File: src/sv/dbat_pkg.sv
// Package for the double-byte aware tokenizer: result and queue entry types,
// configuration register indexes and the lead byte ranges. No dependencies.
package dbat_pkg;

    localparam int CFG_INDEX_W = 3;
    localparam int CFG_DATA_W  = 16;

    localparam logic [CFG_INDEX_W-1:0] CFG_ENCODING_MODE   = 3'd0;
    localparam logic [CFG_INDEX_W-1:0] CFG_SEPARATOR_COUNT = 3'd1;
    localparam logic [CFG_INDEX_W-1:0] CFG_SEPARATOR_A     = 3'd2;

    localparam logic MODE_EUC  = 1'b0;
    localparam logic MODE_SJIS = 1'b1;

    localparam logic [7:0] SJIS_LEAD_LO1 = 8'h81;
    localparam logic [7:0] SJIS_LEAD_HI1 = 8'h9f;
    localparam logic [7:0] SJIS_LEAD_LO2 = 8'he0;
    localparam logic [7:0] SJIS_LEAD_HI2 = 8'hfc;
    localparam logic [7:0] EUC_LEAD_LO   = 8'ha1;
    localparam logic [7:0] EUC_LEAD_HI   = 8'hfe;
    localparam logic [7:0] EUC_SS2       = 8'h8e;

    localparam int MAX_RESULTS = 3;
    localparam int QUEUE_DEPTH = 4;
    localparam int QPTR_W      = 2;
    localparam int QCOUNT_W    = 3;

    typedef struct packed {
        logic [7:0] data;
        logic       first;
        logic       marker;
    } res_t;

    typedef struct packed {
        logic [1:0]             count;
        res_t [MAX_RESULTS-1:0] res;
    } entry_t;

    function automatic logic is_lead(input logic mode, input logic [7:0] b);
        if (mode == MODE_SJIS)
        begin
            return ((b >= SJIS_LEAD_LO1) && (b <= SJIS_LEAD_HI1)) ||
                   ((b >= SJIS_LEAD_LO2) && (b <= SJIS_LEAD_HI2));
        end
        return ((b >= EUC_LEAD_LO) && (b <= EUC_LEAD_HI)) || (b == EUC_SS2);
    endfunction

endpackage

File: src/sv/double_byte_aware_tokenizer.sv
// Top level of the double-byte aware tokenizer.
// Depends on dbat_pkg, dbat_front, dbat_fifo and dbat_back.
//
// Text bytes enter on the input channel (in_valid/in_ready) one item at a
// time, with end_of_string on the final byte. Results leave on the output
// channel (out_valid/out_ready): token bytes with token_first on the first
// byte of each token, end-of-token items with token_end set, and run_last
// on the last result caused by one input item.
// The front end accepts one item per cycle while the queue is not full and
// turns it into a group of zero to three results; the back end sends one
// result per cycle while out_ready is high. A lead byte produces nothing
// until its trail byte arrives, unless it carries end_of_string. Sustained
// rate is one input item per cycle while groups have one result and the
// receiver is ready, and a four-entry queue absorbs larger groups. When the
// receiver stalls, results wait in the queue and in_ready drops only once
// the queue is full. Configuration is written through cfg_write, cfg_index
// and cfg_data, by the user only while the block is idle, which the block
// does not enforce. Reset clears configuration, token state and the queue.
module double_byte_aware_tokenizer #(
    parameter int SEPARATOR_SLOTS = 4
) (
    input  logic                             clk,
    input  logic                             rst_n,
    input  logic                             cfg_write,
    input  logic [dbat_pkg::CFG_INDEX_W-1:0] cfg_index,
    input  logic [dbat_pkg::CFG_DATA_W-1:0]  cfg_data,
    input  logic                             in_valid,
    output logic                             in_ready,
    input  logic [7:0]                       data_byte,
    input  logic                             end_of_string,
    output logic                             out_valid,
    input  logic                             out_ready,
    output logic [7:0]                       out_byte,
    output logic                             token_first,
    output logic                             token_end,
    output logic                             run_last
);
    import dbat_pkg::*;

    logic   q_full;
    logic   q_push;
    logic   q_pop;
    logic   head_valid;
    entry_t push_entry;
    entry_t head_entry;

    dbat_front #(
        .SEPARATOR_SLOTS(SEPARATOR_SLOTS)
    ) u_front (
        .clk           (clk),
        .rst_n         (rst_n),
        .cfg_write     (cfg_write),
        .cfg_index     (cfg_index),
        .cfg_data      (cfg_data),
        .in_valid      (in_valid),
        .in_ready      (in_ready),
        .data_byte     (data_byte),
        .end_of_string (end_of_string),
        .q_full        (q_full),
        .q_push        (q_push),
        .q_entry       (push_entry)
    );

    dbat_fifo u_fifo (
        .clk        (clk),
        .rst_n      (rst_n),
        .push       (q_push),
        .push_entry (push_entry),
        .full       (q_full),
        .pop        (q_pop),
        .head_valid (head_valid),
        .head_entry (head_entry)
    );

    dbat_back u_back (
        .clk         (clk),
        .rst_n       (rst_n),
        .head_valid  (head_valid),
        .head_entry  (head_entry),
        .pop         (q_pop),
        .out_valid   (out_valid),
        .out_ready   (out_ready),
        .out_byte    (out_byte),
        .token_first (token_first),
        .token_end   (token_end),
        .run_last    (run_last)
    );

endmodule

File: src/sv/dbat_front.sv
// Front end of the tokenizer: configuration registers, character assembly,
// separator matching and token state. Builds one queue entry per item that yields results.
// Depends on dbat_pkg.
module dbat_front #(
    parameter int SEPARATOR_SLOTS = 4
) (
    input  logic                            clk,
    input  logic                            rst_n,
    input  logic                            cfg_write,
    input  logic [dbat_pkg::CFG_INDEX_W-1:0] cfg_index,
    input  logic [dbat_pkg::CFG_DATA_W-1:0]  cfg_data,
    input  logic                            in_valid,
    output logic                            in_ready,
    input  logic [7:0]                      data_byte,
    input  logic                            end_of_string,
    input  logic                            q_full,
    output logic                            q_push,
    output dbat_pkg::entry_t                q_entry
);
    import dbat_pkg::*;

    localparam logic [2:0] SLOTS_W = 3'(SEPARATOR_SLOTS);

    logic        mode_reg;
    logic [2:0]  count_reg;
    logic [15:0] sep_reg [SEPARATOR_SLOTS];

    logic [7:0]  held_reg, held_next;
    logic        pend_reg, pend_next;
    logic        inside_reg, inside_next;

    logic        accept;
    logic [2:0]  n_sat;
    entry_t      ent;

    function automatic logic match_sep(input logic [15:0] ch, input logic [2:0] n,
                                       input logic [15:0] seps [SEPARATOR_SLOTS]);
        logic hit;
        hit = 1'b0;
        for (int i = 0; i < SEPARATOR_SLOTS; i++)
        begin
            if ((3'(i) < n) && (seps[i] != 16'h0) && (seps[i] == ch))
            begin
                hit = 1'b1;
            end
        end
        return hit;
    endfunction

    always_ff @(posedge clk or negedge rst_n)
    begin
        if (!rst_n)
        begin
            mode_reg  <= MODE_EUC;
            count_reg <= '0;
            for (int i = 0; i < SEPARATOR_SLOTS; i++)
            begin
                sep_reg[i] <= '0;
            end
        end
        else if (cfg_write)
        begin
            if (cfg_index == CFG_ENCODING_MODE)
            begin
                mode_reg <= cfg_data[0];
            end
            else if (cfg_index == CFG_SEPARATOR_COUNT)
            begin
                count_reg <= cfg_data[2:0];
            end
            for (int i = 0; i < SEPARATOR_SLOTS; i++)
            begin
                if (cfg_index == CFG_SEPARATOR_A + 3'(i))
                begin
                    sep_reg[i] <= cfg_data;
                end
            end
        end
    end

    assign n_sat    = (count_reg > SLOTS_W) ? SLOTS_W : count_reg;
    assign in_ready = !q_full;
    assign accept   = in_valid && in_ready;

    always_comb
    begin
        logic [1:0] cnt;
        logic       ins;
        ent         = '0;
        cnt         = 2'd0;
        ins         = inside_reg;
        held_next   = held_reg;
        pend_next   = pend_reg;
        if (pend_reg)
        begin
            pend_next = 1'b0;
            held_next = 8'h0;
            if (match_sep({held_reg, data_byte}, n_sat, sep_reg))
            begin
                if (ins)
                begin
                    ent.res[cnt] = '{data: 8'h0, first: 1'b0, marker: 1'b1};
                    cnt          = cnt + 2'd1;
                end
                ins = 1'b0;
            end
            else
            begin
                ent.res[cnt] = '{data: held_reg, first: !ins, marker: 1'b0};
                cnt          = cnt + 2'd1;
                ent.res[cnt] = '{data: data_byte, first: 1'b0, marker: 1'b0};
                cnt          = cnt + 2'd1;
                ins          = 1'b1;
            end
        end
        else if (is_lead(mode_reg, data_byte))
        begin
            if (end_of_string)
            begin
                ent.res[cnt] = '{data: data_byte, first: !ins, marker: 1'b0};
                cnt          = cnt + 2'd1;
                ins          = 1'b1;
            end
            else
            begin
                held_next = data_byte;
                pend_next = 1'b1;
            end
        end
        else if (match_sep({8'h0, data_byte}, n_sat, sep_reg))
        begin
            if (ins)
            begin
                ent.res[cnt] = '{data: 8'h0, first: 1'b0, marker: 1'b1};
                cnt          = cnt + 2'd1;
            end
            ins = 1'b0;
        end
        else
        begin
            ent.res[cnt] = '{data: data_byte, first: !ins, marker: 1'b0};
            cnt          = cnt + 2'd1;
            ins          = 1'b1;
        end
        if (end_of_string)
        begin
            if (ins)
            begin
                ent.res[cnt] = '{data: 8'h0, first: 1'b0, marker: 1'b1};
                cnt          = cnt + 2'd1;
            end
            ins       = 1'b0;
            pend_next = 1'b0;
            held_next = 8'h0;
        end
        ent.count   = cnt;
        inside_next = ins;
    end

    assign q_entry = ent;
    assign q_push  = accept && (ent.count != 2'd0);

    always_ff @(posedge clk or negedge rst_n)
    begin
        if (!rst_n)
        begin
            held_reg   <= '0;
            pend_reg   <= 1'b0;
            inside_reg <= 1'b0;
        end
        else if (accept)
        begin
            held_reg   <= held_next;
            pend_reg   <= pend_next;
            inside_reg <= inside_next;
        end
    end

endmodule

File: src/sv/dbat_fifo.sv
// Short queue of result groups between the front and back ends.
// Depends on dbat_pkg.
module dbat_fifo (
    input  logic             clk,
    input  logic             rst_n,
    input  logic             push,
    input  dbat_pkg::entry_t push_entry,
    output logic             full,
    input  logic             pop,
    output logic             head_valid,
    output dbat_pkg::entry_t head_entry
);
    import dbat_pkg::*;

    entry_t                mem [QUEUE_DEPTH];
    logic [QPTR_W-1:0]     wr_reg;
    logic [QPTR_W-1:0]     rd_reg;
    logic [QCOUNT_W-1:0]   cnt_reg;

    assign full       = (cnt_reg == QCOUNT_W'(QUEUE_DEPTH));
    assign head_valid = (cnt_reg != '0);
    assign head_entry = mem[rd_reg];

    always_ff @(posedge clk)
    begin
        if (push)
        begin
            mem[wr_reg] <= push_entry;
        end
    end

    always_ff @(posedge clk or negedge rst_n)
    begin
        if (!rst_n)
        begin
            wr_reg  <= '0;
            rd_reg  <= '0;
            cnt_reg <= '0;
        end
        else
        begin
            if (push)
            begin
                wr_reg <= wr_reg + QPTR_W'(1);
            end
            if (pop)
            begin
                rd_reg <= rd_reg + QPTR_W'(1);
            end
            if (push && !pop)
            begin
                cnt_reg <= cnt_reg + QCOUNT_W'(1);
            end
            else if (pop && !push)
            begin
                cnt_reg <= cnt_reg - QCOUNT_W'(1);
            end
        end
    end

endmodule

File: src/sv/dbat_back.sv
// Back end of the tokenizer: walks the results of the queue head one per
// cycle while out_ready is high and drives the output channel. Depends on dbat_pkg.
module dbat_back (
    input  logic             clk,
    input  logic             rst_n,
    input  logic             head_valid,
    input  dbat_pkg::entry_t head_entry,
    output logic             pop,
    output logic             out_valid,
    input  logic             out_ready,
    output logic [7:0]       out_byte,
    output logic             token_first,
    output logic             token_end,
    output logic             run_last
);
    import dbat_pkg::*;

    logic [1:0] k_reg;
    logic       last;
    res_t       cur;

    assign cur         = head_entry.res[k_reg];
    assign last        = ((k_reg + 2'd1) == head_entry.count);
    assign out_valid   = head_valid;
    assign out_byte    = cur.data;
    assign token_first = cur.first;
    assign token_end   = cur.marker;
    assign run_last    = last;
    assign pop         = head_valid && out_ready && last;

    always_ff @(posedge clk or negedge rst_n)
    begin
        if (!rst_n)
        begin
            k_reg <= '0;
        end
        else if (head_valid && out_ready)
        begin
            k_reg <= last ? 2'd0 : k_reg + 2'd1;
        end
    end

    a_count_nonzero: assert property (@(posedge clk) disable iff (!rst_n)
        head_valid |-> (head_entry.count != 2'd0))
        else $error("queue head holds an empty group");

    a_index_in_range: assert property (@(posedge clk) disable iff (!rst_n)
        head_valid |-> (k_reg < head_entry.count))
        else $error("result index past the group size");

    a_index_needs_head: assert property (@(posedge clk) disable iff (!rst_n)
        (k_reg != 2'd0) |-> head_valid)
        else $error("group walk in progress without a queue head");

endmodule

File: config.mk
export PLATFORM = sky130hd
export DESIGN_NAME = double_byte_aware_tokenizer
export DESIGN_NICKNAME = d
export VERILOG_FILES = /design/src/sv/dbat_pkg.sv /design/src/sv/double_byte_aware_tokenizer.sv /design/src/sv/dbat_front.sv /design/src/sv/dbat_fifo.sv /design/src/sv/dbat_back.sv
export SDC_FILE = /design/constraint.sdc
export NUM_CORES = 1
export LEC_CHECK = 0
export BUFFER_PORTS_ARGS = -buffer_cell sky130_fd_sc_hd__buf_2
export CAP_MARGIN = 5
export CORE_ASPECT_RATIO = 1.75
export CORE_UTILIZATION = 58
export DETAILED_ROUTE_END_ITERATION = 7
export GPL_TIMING_DRIVEN = 0
export PLACE_DENSITY = 0.83
export SLEW_MARGIN = 40
export SYNTH_ARGS = -nofsm -noshare
export SYNTH_HDL_FRONTEND = slang
export SYNTH_SLANG_ARGS = --single-unit
File: constraint.sdc
create_clock -name clk -period 11.55 [get_ports clk]
set_clock_uncertainty 0.2 [all_clocks]
set_input_delay 0 -clock clk [delete_from_list [all_inputs] [get_ports clk]]
set_output_delay 0 -clock clk [all_outputs]
set_load 0.1 [all_outputs]
# Word level (Yosys, flattened, before mapping)
# Memories as Yosys holds them, arrays and structs flattened.
# Cells that the tools add are included.
[word_totals]
register_bits = 87
ram_bits = 128
out_inout_bits = 13
word_cells = 154
n_memories = 1
[mem_list]
columns = ["memory", "words", "word_bits", "read_ports", "rd_clocked_by_memory_dff", "write_ports", "line_no", "text"]
rows = [
  ["u_fifo.mem", 4, 32, 1, 0, 1, "dbat_fifo.sv:15", "entry_t mem [QUEUE_DEPTH];"],
]
[op_classes]
n_addsub = 6
magnitude_cmp = 14
eq_ne = 16
mux = 56
n_bitwise = 4
n_reduce_logical = 44
[op_table]
columns = ["op", "n"]
rows = [
  ["10-bit two-way mux", 9],
  ["16-bit equality test", 4],
  ["16-bit by 8-bit equality test with 1-bit output", 4],
  ["16-bit nonzero test", 4],
  ["30-bit two-way mux", 2],
  ["1-bit two-way mux", 31],
  ["18-bit by 27-bit AND with 27-bit output", 1],
  ["27-bit NOT", 1],
  ["8-bit >= comparator, second input constant", 3],
  ["8-bit <= comparator, second input constant", 3],
  ["8-bit two-way mux", 3],
  ["1-bit logical AND", 22],
  ["10-bit binary-select mux with 2-bit select", 1],
  ["10-bit demux with 2-bit select", 1],
  ["2-bit two-way mux", 6],
  ["2-bit AND reduction", 6],
  ["3-bit equality test, second input constant", 3],
  ["3-bit two-way mux", 3],
  ["2-bit by 1-bit adder with 2-bit output, second input constant", 4],
  ["8-bit equality test, second input constant", 1],
  ["3-bit by 2-bit equality test with 1-bit output, second input constant", 2],
  ["1-bit by 3-bit less-than comparator with 1-bit output, first input constant", 2],
  ["2-bit by 3-bit less-than comparator with 1-bit output, first input constant", 2],
  ["2-bit by 3-bit less-than comparator with 1-bit output, second input constant", 2],
  ["other kinds (14)", 20],
]

# Depth between registers and ports, before layout
# Gate-level depths: netlist of the first run.
[logic_depth]
depth_word = 23
mapped_depth = 17

# By module
# Synthesis of the first run repeated with hierarchy kept, for this count alone.
[hier_totals]
cells_unflattened = 675
area_unflattened_um2 = 10099.7
[by_module_without_submodules]
columns = ["mod", "instances", "cells_per_inst", "area_each_um2"]
rows = [
  ["dbat_fifo", 1, 202, 5061.1],
  ["dbat_front", 1, 422, 4665.7],
  ["dbat_back", 1, 51, 372.9],
]

# Worst setup path after synthesis of the first run
# OpenSTA, ideal clock, no wires.
[synth_timing]
path_type = "flip-flop to flip-flop"
from = "register u_fifo.rd_reg[0]"
to = "register u_fifo.cnt_reg[1]"
arrival_ps = 5096
setup_slack_ps = 6129
stages_incl_launch_ff = 11
n_path_buf = 1
period_less_slack_ps = 5421
cell_sequence = "dfrtp_1 clkbuf_1 mux4_2 xnor2_1 nand2_1 o21ai_0 nand3_1 ha_1 inv_1 fa_1 mux2_2"
[synth_between]
elab_chain_len = 6
elab_cells_between_ends = 8
cone_classes = "1 x eq/ne; 1 x mux; 5 x reduce/logical; 1 x memory"
[synth_rtl]
columns = ["element", "line_no", "text"]
rows = [
  ["start: declaration", "dbat_fifo.sv:17", "logic [QPTR_W-1:0] rd_reg;"],
  ["start signal: assignment", "dbat_fifo.sv:48", "rd_reg <= rd_reg + QPTR_W'(1);"],
  ["memory read 4 x 32 bit *", "--", ""],
  ["2-bit equality test *", "dbat_back.sv:23", "assign last = ((k_reg + 2'd1) == head_entry.count);"],
  ["via run_last", "double_byte_aware_tokenizer.sv:36", "output logic run_last"],
  ["1-bit logical AND *", "dbat_back.sv:29", "assign pop = head_valid && out_ready && last;"],
  ["1-bit logical NOT", "dbat_fifo.sv:50", "if (push && !pop)"],
  ["1-bit logical AND", "dbat_fifo.sv:50", ""],
  ["3-bit two-way mux or 2-bit nonzero test (tied branches)", "--", ""],
  ["end signal: assignment", "dbat_fifo.sv:52", "cnt_reg <= cnt_reg + QCOUNT_W'(1);"],
  ["end signal: assignment", "dbat_fifo.sv:56", "cnt_reg <= cnt_reg - QCOUNT_W'(1);"],
  ["end: declaration", "dbat_fifo.sv:18", "logic [QCOUNT_W-1:0] cnt_reg;"],
]
# Mark *: on every way through the listed nets, which the timed path passes. The rest lies on a longest branch.
# A chain may end at the register's enable or synchronous reset.

# Worst setup path after layout of the first run
[layout_timing]
from = "register u_front.sep_reg[49] (netlist name)"
to = "register u_fifo.cnt_reg[1]"
[layout_between]
elab_chain_len = 20
elab_cells_between_ends = 35
cone_classes = "1 x add/sub; 2 x eq/ne; 22 x mux; 10 x reduce/logical"
[layout_rtl]
columns = ["element", "line_no", "text"]
rows = [
  ["start: declaration", "dbat_front.sv:26", "logic [15:0] sep_reg [SEPARATOR_SLOTS];"],
  ["start signal: indexed assignment", "dbat_front.sv:75", "sep_reg[i] <= cfg_data;"],
  ["16-bit nonzero test", "dbat_front.sv:42", "if ((3'(i) < n) && (seps[i] != 16'h0) && (seps[i] == ch))"],
  ["1-bit logical AND (2 in series)", "dbat_front.sv:42", ""],
  ["1-bit two-way mux (4 in series)", "dbat_front.sv:42", ""],
  ["1-bit two-way mux", "dbat_front.sv:116", "else if (is_lead(mode_reg, data_byte))"],
  ["1-bit two-way mux", "dbat_front.sv:94", "if (pend_reg)"],
  ["1-bit two-way mux", "dbat_front.sv:130", "else if (match_sep({8'h0, data_byte}, n_sat, sep_reg))"],
  ["2-bit two-way mux", "dbat_front.sv:116", ""],
  ["2-bit two-way mux", "dbat_front.sv:94", ""],
  ["2-bit by 1-bit adder with 2-bit output", "dbat_front.sv:150", "cnt = cnt + 2'd1;"],
  ["2-bit two-way mux", "dbat_front.sv:147", "if (ins)"],
  ["2-bit two-way mux *", "dbat_front.sv:145", "if (end_of_string)"],
  ["2-bit nonzero test *", "dbat_front.sv:161", "assign q_push = accept && (ent.count != 2'd0);"],
  ["1-bit logical AND *", "dbat_front.sv:161", ""],
  ["via q_push", "double_byte_aware_tokenizer.sv:41", "logic q_push;"],
  ["1-bit logical NOT", "dbat_fifo.sv:54", "else if (pop && !push)"],
  ["1-bit logical AND", "dbat_fifo.sv:54", ""],
  ["2-bit nonzero test (no line)", "--", ""],
]
# Mark *: on every way through the listed nets, which the timed path passes. The rest lies on a longest branch. The select of a mux whose other input is x is not followed.

==> out/metrics.yaml, run 1 <==
setup_path:
  cp_max_fo: 7
  path_class: "reg2reg"
  reg2reg_from: "u_front.sep_reg[49]$_DFFE_PN0P_"
  worst-r2r-setup-slack_ps: 7110
  critical_path_arrival_ps: 4560
  reg2reg_depth: 14
  r2r_end: "u_fifo.cnt_reg[1]$_DFFE_PN0P_"
  start_kind: "flop"
  critical_path_required_ps: 11660
  cp-end-kind: "flop"
worst_hold_path:
  hp-start: "cfg_data[8]"
  min_path_cells: 3
  hp-class: "in2reg"
  worstHoldEndpoint: "u_front.sep_reg[24]$_DFFE_PN0P_"
placed_design:
  dp_hpwl_microns: 12990
  placed_cell_area_sq_mm: 0.008712
  gp_congestion: 0.9603
  dp_slack_ps: 7185
  io_buffers: 37
  dp.cells: 785
power:
  clock_power_share: 0.241
  p_sw_mw: 0.9408
  p_int_mw: 1.442
  sequentialPowerShare: 0.383
  swShare: 0.3948
  ir_drop_uv: 125.8
  cellPowerDensity_mw_per_mm2: 245.2
  combPwrFrac: 0.377
  total_power_mw: 2.383
  power_leakage_nw: 3.824
timing:
  totalNegativeSetupSlack_ps: 0
  finalHoldViolCount: 0
  setup_viol: 0
  tightestPinTransition_ps: 898.0
  slew_headroom: 0.3958
  hold_ws_ps: 179.9
  fin_ws_ps: 7108
  fmax_ghz: 0.2251
  period_share: 0.3846
  grt_setup_unrepaired: "false"
  period_minus_slack_ps: 4442
  slew_violations: 0
routing:
  wl_per_cell_microns: 21.24
  first_pass_iters: 5
  wirelength_microns: 18180
  num_vias: 5094
  detail-route-antenna-nets: 0
  drc: 0
  routed_via_density: 5.951
  drtIter0Drc: 387
global_routing:
  grt_pass1_vias: 5391
  antenna_found_initial: 0
  grt_use_total: 0.2661
  grt_max_degree: 53
  grt_first_pass_wirelength_microns: 28990
  grt.overflow.total: 0
clock_network:
  cts_made_buffers: 17
  htreeDepth: 4
  insertion_delay_ps: 430
  clk_path_buf_depth: 2
  cts_tree: "done"
  postCtsSetupRepairBufs: 0
  cts_root_buf: "clkbuf_16"
  cts_sinks: 175
  cts-resized-gates: 0
  hold_buffers: 39
  clk_pin_slew_ps: 70
logic_synthesis:
  yosysSeqAreaShare: 0.5843
  synth_warnings: 0
  syn_inst: 569
  ys_types: 58
  syn_area_sq_mm: 0.008248
  synth-async-reset-ratio: 0.4971
  syn_nets: 611
  ys_ff_latch: 175
  syn_avg_cell_area_sq_um: 14.50
  synth_edf_count: 88
  synth_flop_cell: "edfxtp_1"
floorplanning:
  rows: 57
  start_util: 0.5931
  io_pins: 46
  die_area_sq_mm: 0.01472
  chipWidth_microns: 92.15
  die_y_microns: 159.8
  core_area_sq_mm: 0.01391
final_layout:
  final_util: 0.6988
  final_nets: 708
  insertedDiodeCount: 0
  final_cell_area_sq_mm: 0.009718
  largest_register_ffs: 88
  most-common-layout-cells: "edfxtp_1, dfrtp_1, mux2_2"
  drive_above_1_share: 0.2798
  areaGrowthSynthToFinish_pct: 17.82
  stdcell_count: 856
  final_common_cell: "edfxtp_1"
run:
  maxCapViolations: 0
status:
  status: "completed"
power by group through the flow:
| stage | clock, mW | sequential [mW] | combinational (mW) |
|---|---|---|---|
| 2_1_floorplan | 0 | 0.890 | 0.719 |
| 5_1_grt | 0.604 | 0.925 | 0.961 |
| 3_5_place_dp | 0 | 0.921 | 0.883 |
| 4_1_cts | 0.577 | 0.910 | 0.904 |
| 6_report | 0.574 | 0.912 | 0.898 |
| 3_3_place_gp | 0 | 0.910 | 0.852 |
synthesized netlist by cell type (5+ instances only):
master / instances / area (sq um)
nand4_1: 6 / 37.54
edfxtp_1: 88 / 2643
ha_1: 8 / 100.1
mux2_2: 69 / 777.0
a22oi_1: 9 / 67.56
o21ai_0: 7 / 35.03
nor2_1: 29 / 108.9
nand2_1: 12 / 45.04
or4_1: 6 / 45.04
xor2_1: 49 / 429.2
nor3_1: 8 / 40.04
dfrtp_1: 87 / 2177
and2_1: 14 / 87.58
nand3_1: 7 / 35.03
a22o_1: 7 / 61.31
mux4_2: 22 / 495.5
buf_1: 5 / 18.77
inv_1: 8 / 30.03
mux2i_1: 9 / 90.09
xnor2_1: 23 / 201.4
nor4_1: 20 / 125.1
clkbuf_1: 17 / 63.81
buf_6: 7 / 78.83
worst max-delay path by stage:
stage / from / endpoint / slack, ps / cells after the start
6_report: u_front.sep_reg[49]$_DFFE_PN0P_ / u_fifo.cnt_reg[1]$_DFFE_PN0P_ / 7110 / 14
5_1_grt: u_front.sep_reg[9]$_DFFE_PN0P_ / u_fifo.cnt_reg[1]$_DFFE_PN0P_ / 6880 / 14
4_1_cts: u_front.sep_reg[49]$_DFFE_PN0P_ / u_fifo.cnt_reg[1]$_DFFE_PN0P_ / 7150 / 14
3_5_place_dp: u_front.sep_reg[13]$_DFFE_PN0P_ / u_fifo.cnt_reg[1]$_DFFE_PN0P_ / 7180 / 14
3_3_place_gp: u_front.sep_reg[49]$_DFFE_PN0P_ / u_fifo.mem[0][15]$_DFFE_PP_ / 7210 / 11
2_1_floorplan: u_fifo.rd_reg[0]$_DFFE_PN0P_ / u_fifo.cnt_reg[1]$_DFFE_PN0P_ / 6130 / 10
critical path: stages (launching register included):
cell	delay (ps)
dfrtp_1	410
xor2_1	170
nor4_1	660
nand4b_1	170
o2111a_1	220
o21a_4	230
o211ai_2	330
ha_1	320
and3_1	150
a32oi_1	270
o31ai_4	170
ha_1	260
inv_1	80
fa_1	410
mux2_2	280
metal layers:
metal | share of wire | wire length [microns] | GRT usage
met5 | 0 | 0 | 0
met2 | 0.56 | 10230 | 0.4895
met3 | 0.031 | 555 | 0.03952
met4 | 0.043 | 774 | 0.1442
met1 | 0.36 | 6622 | 0.2878
area by class of cell:
class                      instances  area [sq um]
sequential                       175          4820
fill                             942          4189
multi-input combinational        355          3252
timing repair buffer              78         626.9
clock buffer                      17         425.4
tap                              177         221.5
buffer                            31         172.7
clock inverter                    15         170.2
inverter                           8         30.03
cells by family after synthesis:
family / synth area share
flip-flops: 0.5843
AND/OR/NAND/NOR: 0.08419
multiplexers: 0.1670
XOR/XNOR: 0.07843
AO/OA/AOI/OAI: 0.04703
buffers and inverters: 0.02442
adder cells (fa/ha/maj): 0.01456
Note: power is estimated with default switching activity, not from simulation.
==> inputs of run 2 (changes only) <==
ABC_AREA = 1   (was unset)
CORE_UTILIZATION = 56   (was 58)
PLACE_DENSITY = 0.84   (was 0.83)
clock period = 3.9 ns   (was 11.55 ns; I/O delays follow)
==> run 2 against run 1 <==
  * The run now ends with DRC left
  * Worst hold slack gained 34 ps
  * Cell count increased by 52%
  * First-iteration DRC count is 42% higher
  * Clock power grew to 3.3 times the previous value
  * Sequential share of layout area shrank 4.3 points
  * Area after synthesis grew 8.7%
  * Critical endpoint is now u_fifo.cnt_reg[2]$_DFFE_PN0P_
  * Highest routed layer unchanged
==> out/metrics.yaml, run 2 <==
setup_path:
  path_class: "reg2reg"
  critical_path_required_ps: 4010
  r2r_end: "u_fifo.cnt_reg[2]$_DFFE_PN0P_"
  reg2reg_from: "u_front.held_reg[0]$_DFFE_PN0P_"
  endpoint: "u_fifo.cnt_reg[2]$_DFFE_PN0P_"
  cp_max_fo: 7
  start_kind: "flop"
  reg2reg_depth: 23
  cp-end-kind: "flop"
  cp-startpoint: "u_front.held_reg[0]$_DFFE_PN0P_"
  worst-r2r-setup-slack_ps: 180
  critical_path_arrival_ps: 3840
logic_synthesis:
  synth.most_common_cell: "nand2_1"
  ys_ff_latch: 175
  synth_warnings: 0
  synth_top_area_cell: "edfxtp_1"
  muxShareOfSynthArea: 0
  syn_avg_cell_area_sq_um: 8.960
  ys_types: 45
  synthAdderAreaFrac: 0.01339
  netlist_top_cells_count: "nand2_1, nor2_1, o21ai_0"
  synth-async-reset-ratio: 0.4971
  synth_top_family_by_area: "simple AND/OR/NAND/NOR gates"
  synth-simple-area-share: 0.2206
  synth_edf_count: 88
  syn_area_sq_mm: 0.008969
  synth_area_leaders: "edfxtp_1, dfrtp_1, nand2_1"
  syn_nets: 1043
  syn_inst: 1001
  synth-compound-area-share: 0.1113
  yosysSeqAreaShare: 0.5374
  yosysTopAreaCellShare: 0.2946
  synthXorXnorAreaFrac: 0.04074
  synth_flop_cell: "edfxtp_1"
timing:
  period_minus_slack_ps: 3723
  slew_headroom: 0.4898
  setup_viol: 0
  fin_ws_ps: 176.5
  fmax_ghz: 0.2686
  slew_violations: 0
  finalHoldViolCount: 0
  tightestPinTransition_ps: 763.5
  period_share: 0.9547
status:
  violations: "DRC"
  status: "finished with violations"
routing:
  wirelength_microns: 23070
  wl_per_cell_microns: 17.71
  first_pass_iters: 7
  wl_met1_microns: 7575
  top_layer: "met4"
  route.met3.wl_microns: 1340
  drc: 4
  routed_via_density: 5.672
  drtIter0Drc: 550
  num_vias: 7391
  dr_wl_met2_microns: 12570
  detail-route-antenna-nets: 0
final_layout:
  final_nets: 1146
  most-common-layout-cells: "nand2_1, nor2_1, o21ai_0"
  areaGrowthSynthToFinish_pct: 18.53
  largest_register_ffs: 88
  insertedDiodeCount: 0
  final_common_cell: "nand2_1"
  seqCellArea_sq_mm: 0.004820
  multi_input_area_sq_mm: 0.003535
  drive_above_1_share: 0.1504
  n_fill_cell: 1166
clock_network:
  cts_made_buffers: 17
  cts_tree: "done"
  postCtsSetupRepairBufs: 0
  htreeDepth: 4
  cts_sinks: 175
  clk_pin_slew_ps: 70
  insertion_delay_ps: 440
  cts_root_buf: "clkbuf_16"
  clk_path_buf_depth: 2
global_routing:
  grt.overflow.total: 0
  grt_use_total: 0.2901
  grt_pass1_vias: 7318
  grt_first_pass_wirelength_microns: 36250
  grt_max_degree: 53
  antenna_found_initial: 0
placed_design:
  dp_slack_ps: 195.9
  dp_hpwl_microns: 15920
  gp_congestion: 0.8986
  io_buffers: 37
run:
  maxCapViolations: 0
floorplanning:
  die_y_microns: 169.4
  start_util: 0.5771
  die_area_sq_mm: 0.01655
  io_pins: 46
  core_area_sq_mm: 0.01554
  chipWidth_microns: 97.67
  rows: 60
power:
  power_leakage_nw: 4.695
  ir_drop_uv: 566.0
  total_power_mw: 7.635
  cellPowerDensity_mw_per_mm2: 718.2
worst_hold_path:
  hp-class: "in2reg"
[run 2: metal layers]
| metal | GRT usage | vias up |
|---|---|---|
| met3 | 0.05066 | 117 |
| met1 | 0.2803 | 3430 |
| li1 | - | 3483 |
| met5 | 0 | - |
| met4 | 0.2161 | 0 |
| met2 | 0.5439 | 361 |
[run 2: worst min path at each step]
stage / to / slack, ps / from / cells after the start
final: u_front.sep_reg[25]$_DFFE_PN0P_ / 210 / cfg_data[9] / 4
after global routing: u_front.sep_reg[9]$_DFFE_PN0P_ / 240 / cfg_data[9] / 4
after CTS: u_front.sep_reg[9]$_DFFE_PN0P_ / 210 / cfg_data[9] / 4
after detailed placement: u_front.sep_reg[15]$_DFFE_PN0P_ / -210 / rst_n / 1
after global placement: u_front.sep_reg[59]$_DFFE_PN0P_ / 120 / cfg_data[11] / 3
after floorplan: u_back.k_reg[0]$_DFFE_PN0P_ / -500 / rst_n / 0
[run 2: what timing repair did]
action | in CTS | in global routing
hold buffers | 46 | 0
endpoints found under the hold margin | 255 | 0
resized for setup | 0 | 16
endpoints found under the setup margin | 0 | 2
[run 2: kinds of logic after synthesis]
group | Yosys count
flops | 175
compound gates | 181
fa+ha+maj | 9
simple gates | 449
buf+inv | 147
xor+xnor | 40
[run 2: final cells by class]
cell class,count,area share
well taps,186,0.02189
repair buffers,84,0.06485
inverters,101,0.03802
clock inverters,14,0.02142
clock buffers,18,0.04131
plain buffers,46,0.02660
flip-flops and latches,175,0.4534
multi-input cells,679,0.3325
[run 2: where the power goes]
group / switching [mW] / internal [mW]
Combinational: 2.28 / 0.844
Sequential: 0.238 / 2.37
Clock: 0.739 / 1.17
[run 2: metrics by stage]
step	hold WS, ps	utilization	cell area, sq um	TNS (ps)	std cells
2_1_floorplan	-495.6	-	8969	0	1001
3_3_place_gp	118.6	0.6040	9387	0	1224
3_5_place_dp	-212.1	0.6070	9433	0	1225
4_1_cts	211.1	0.6807	10580	0	1303
5_1_grt	238.9	0.6841	10630	-0.8842	1303
6_report	214.1	0.6841	10630	0	1303
[run 2: critical path, stage by stage, from the launching register on]
cell     delay [ps]
dfrtp_1         360
buf_2           180
xor2_1          180
nor2_1          150
nand2_1         100
nor2_2          160
nand3_2         130
nand2_4          90
nor2_4           50
nor2_2          150
a21oi_4          70
ha_1            290
nand3_2          90
nand2_4         120
inv_4            50
nand2_8          80
nand2_8          80
inv_1            80
ha_1            140
inv_1            70
fa_1            390
a21oi_1         150
o21ai_1          90
xor2_1          150
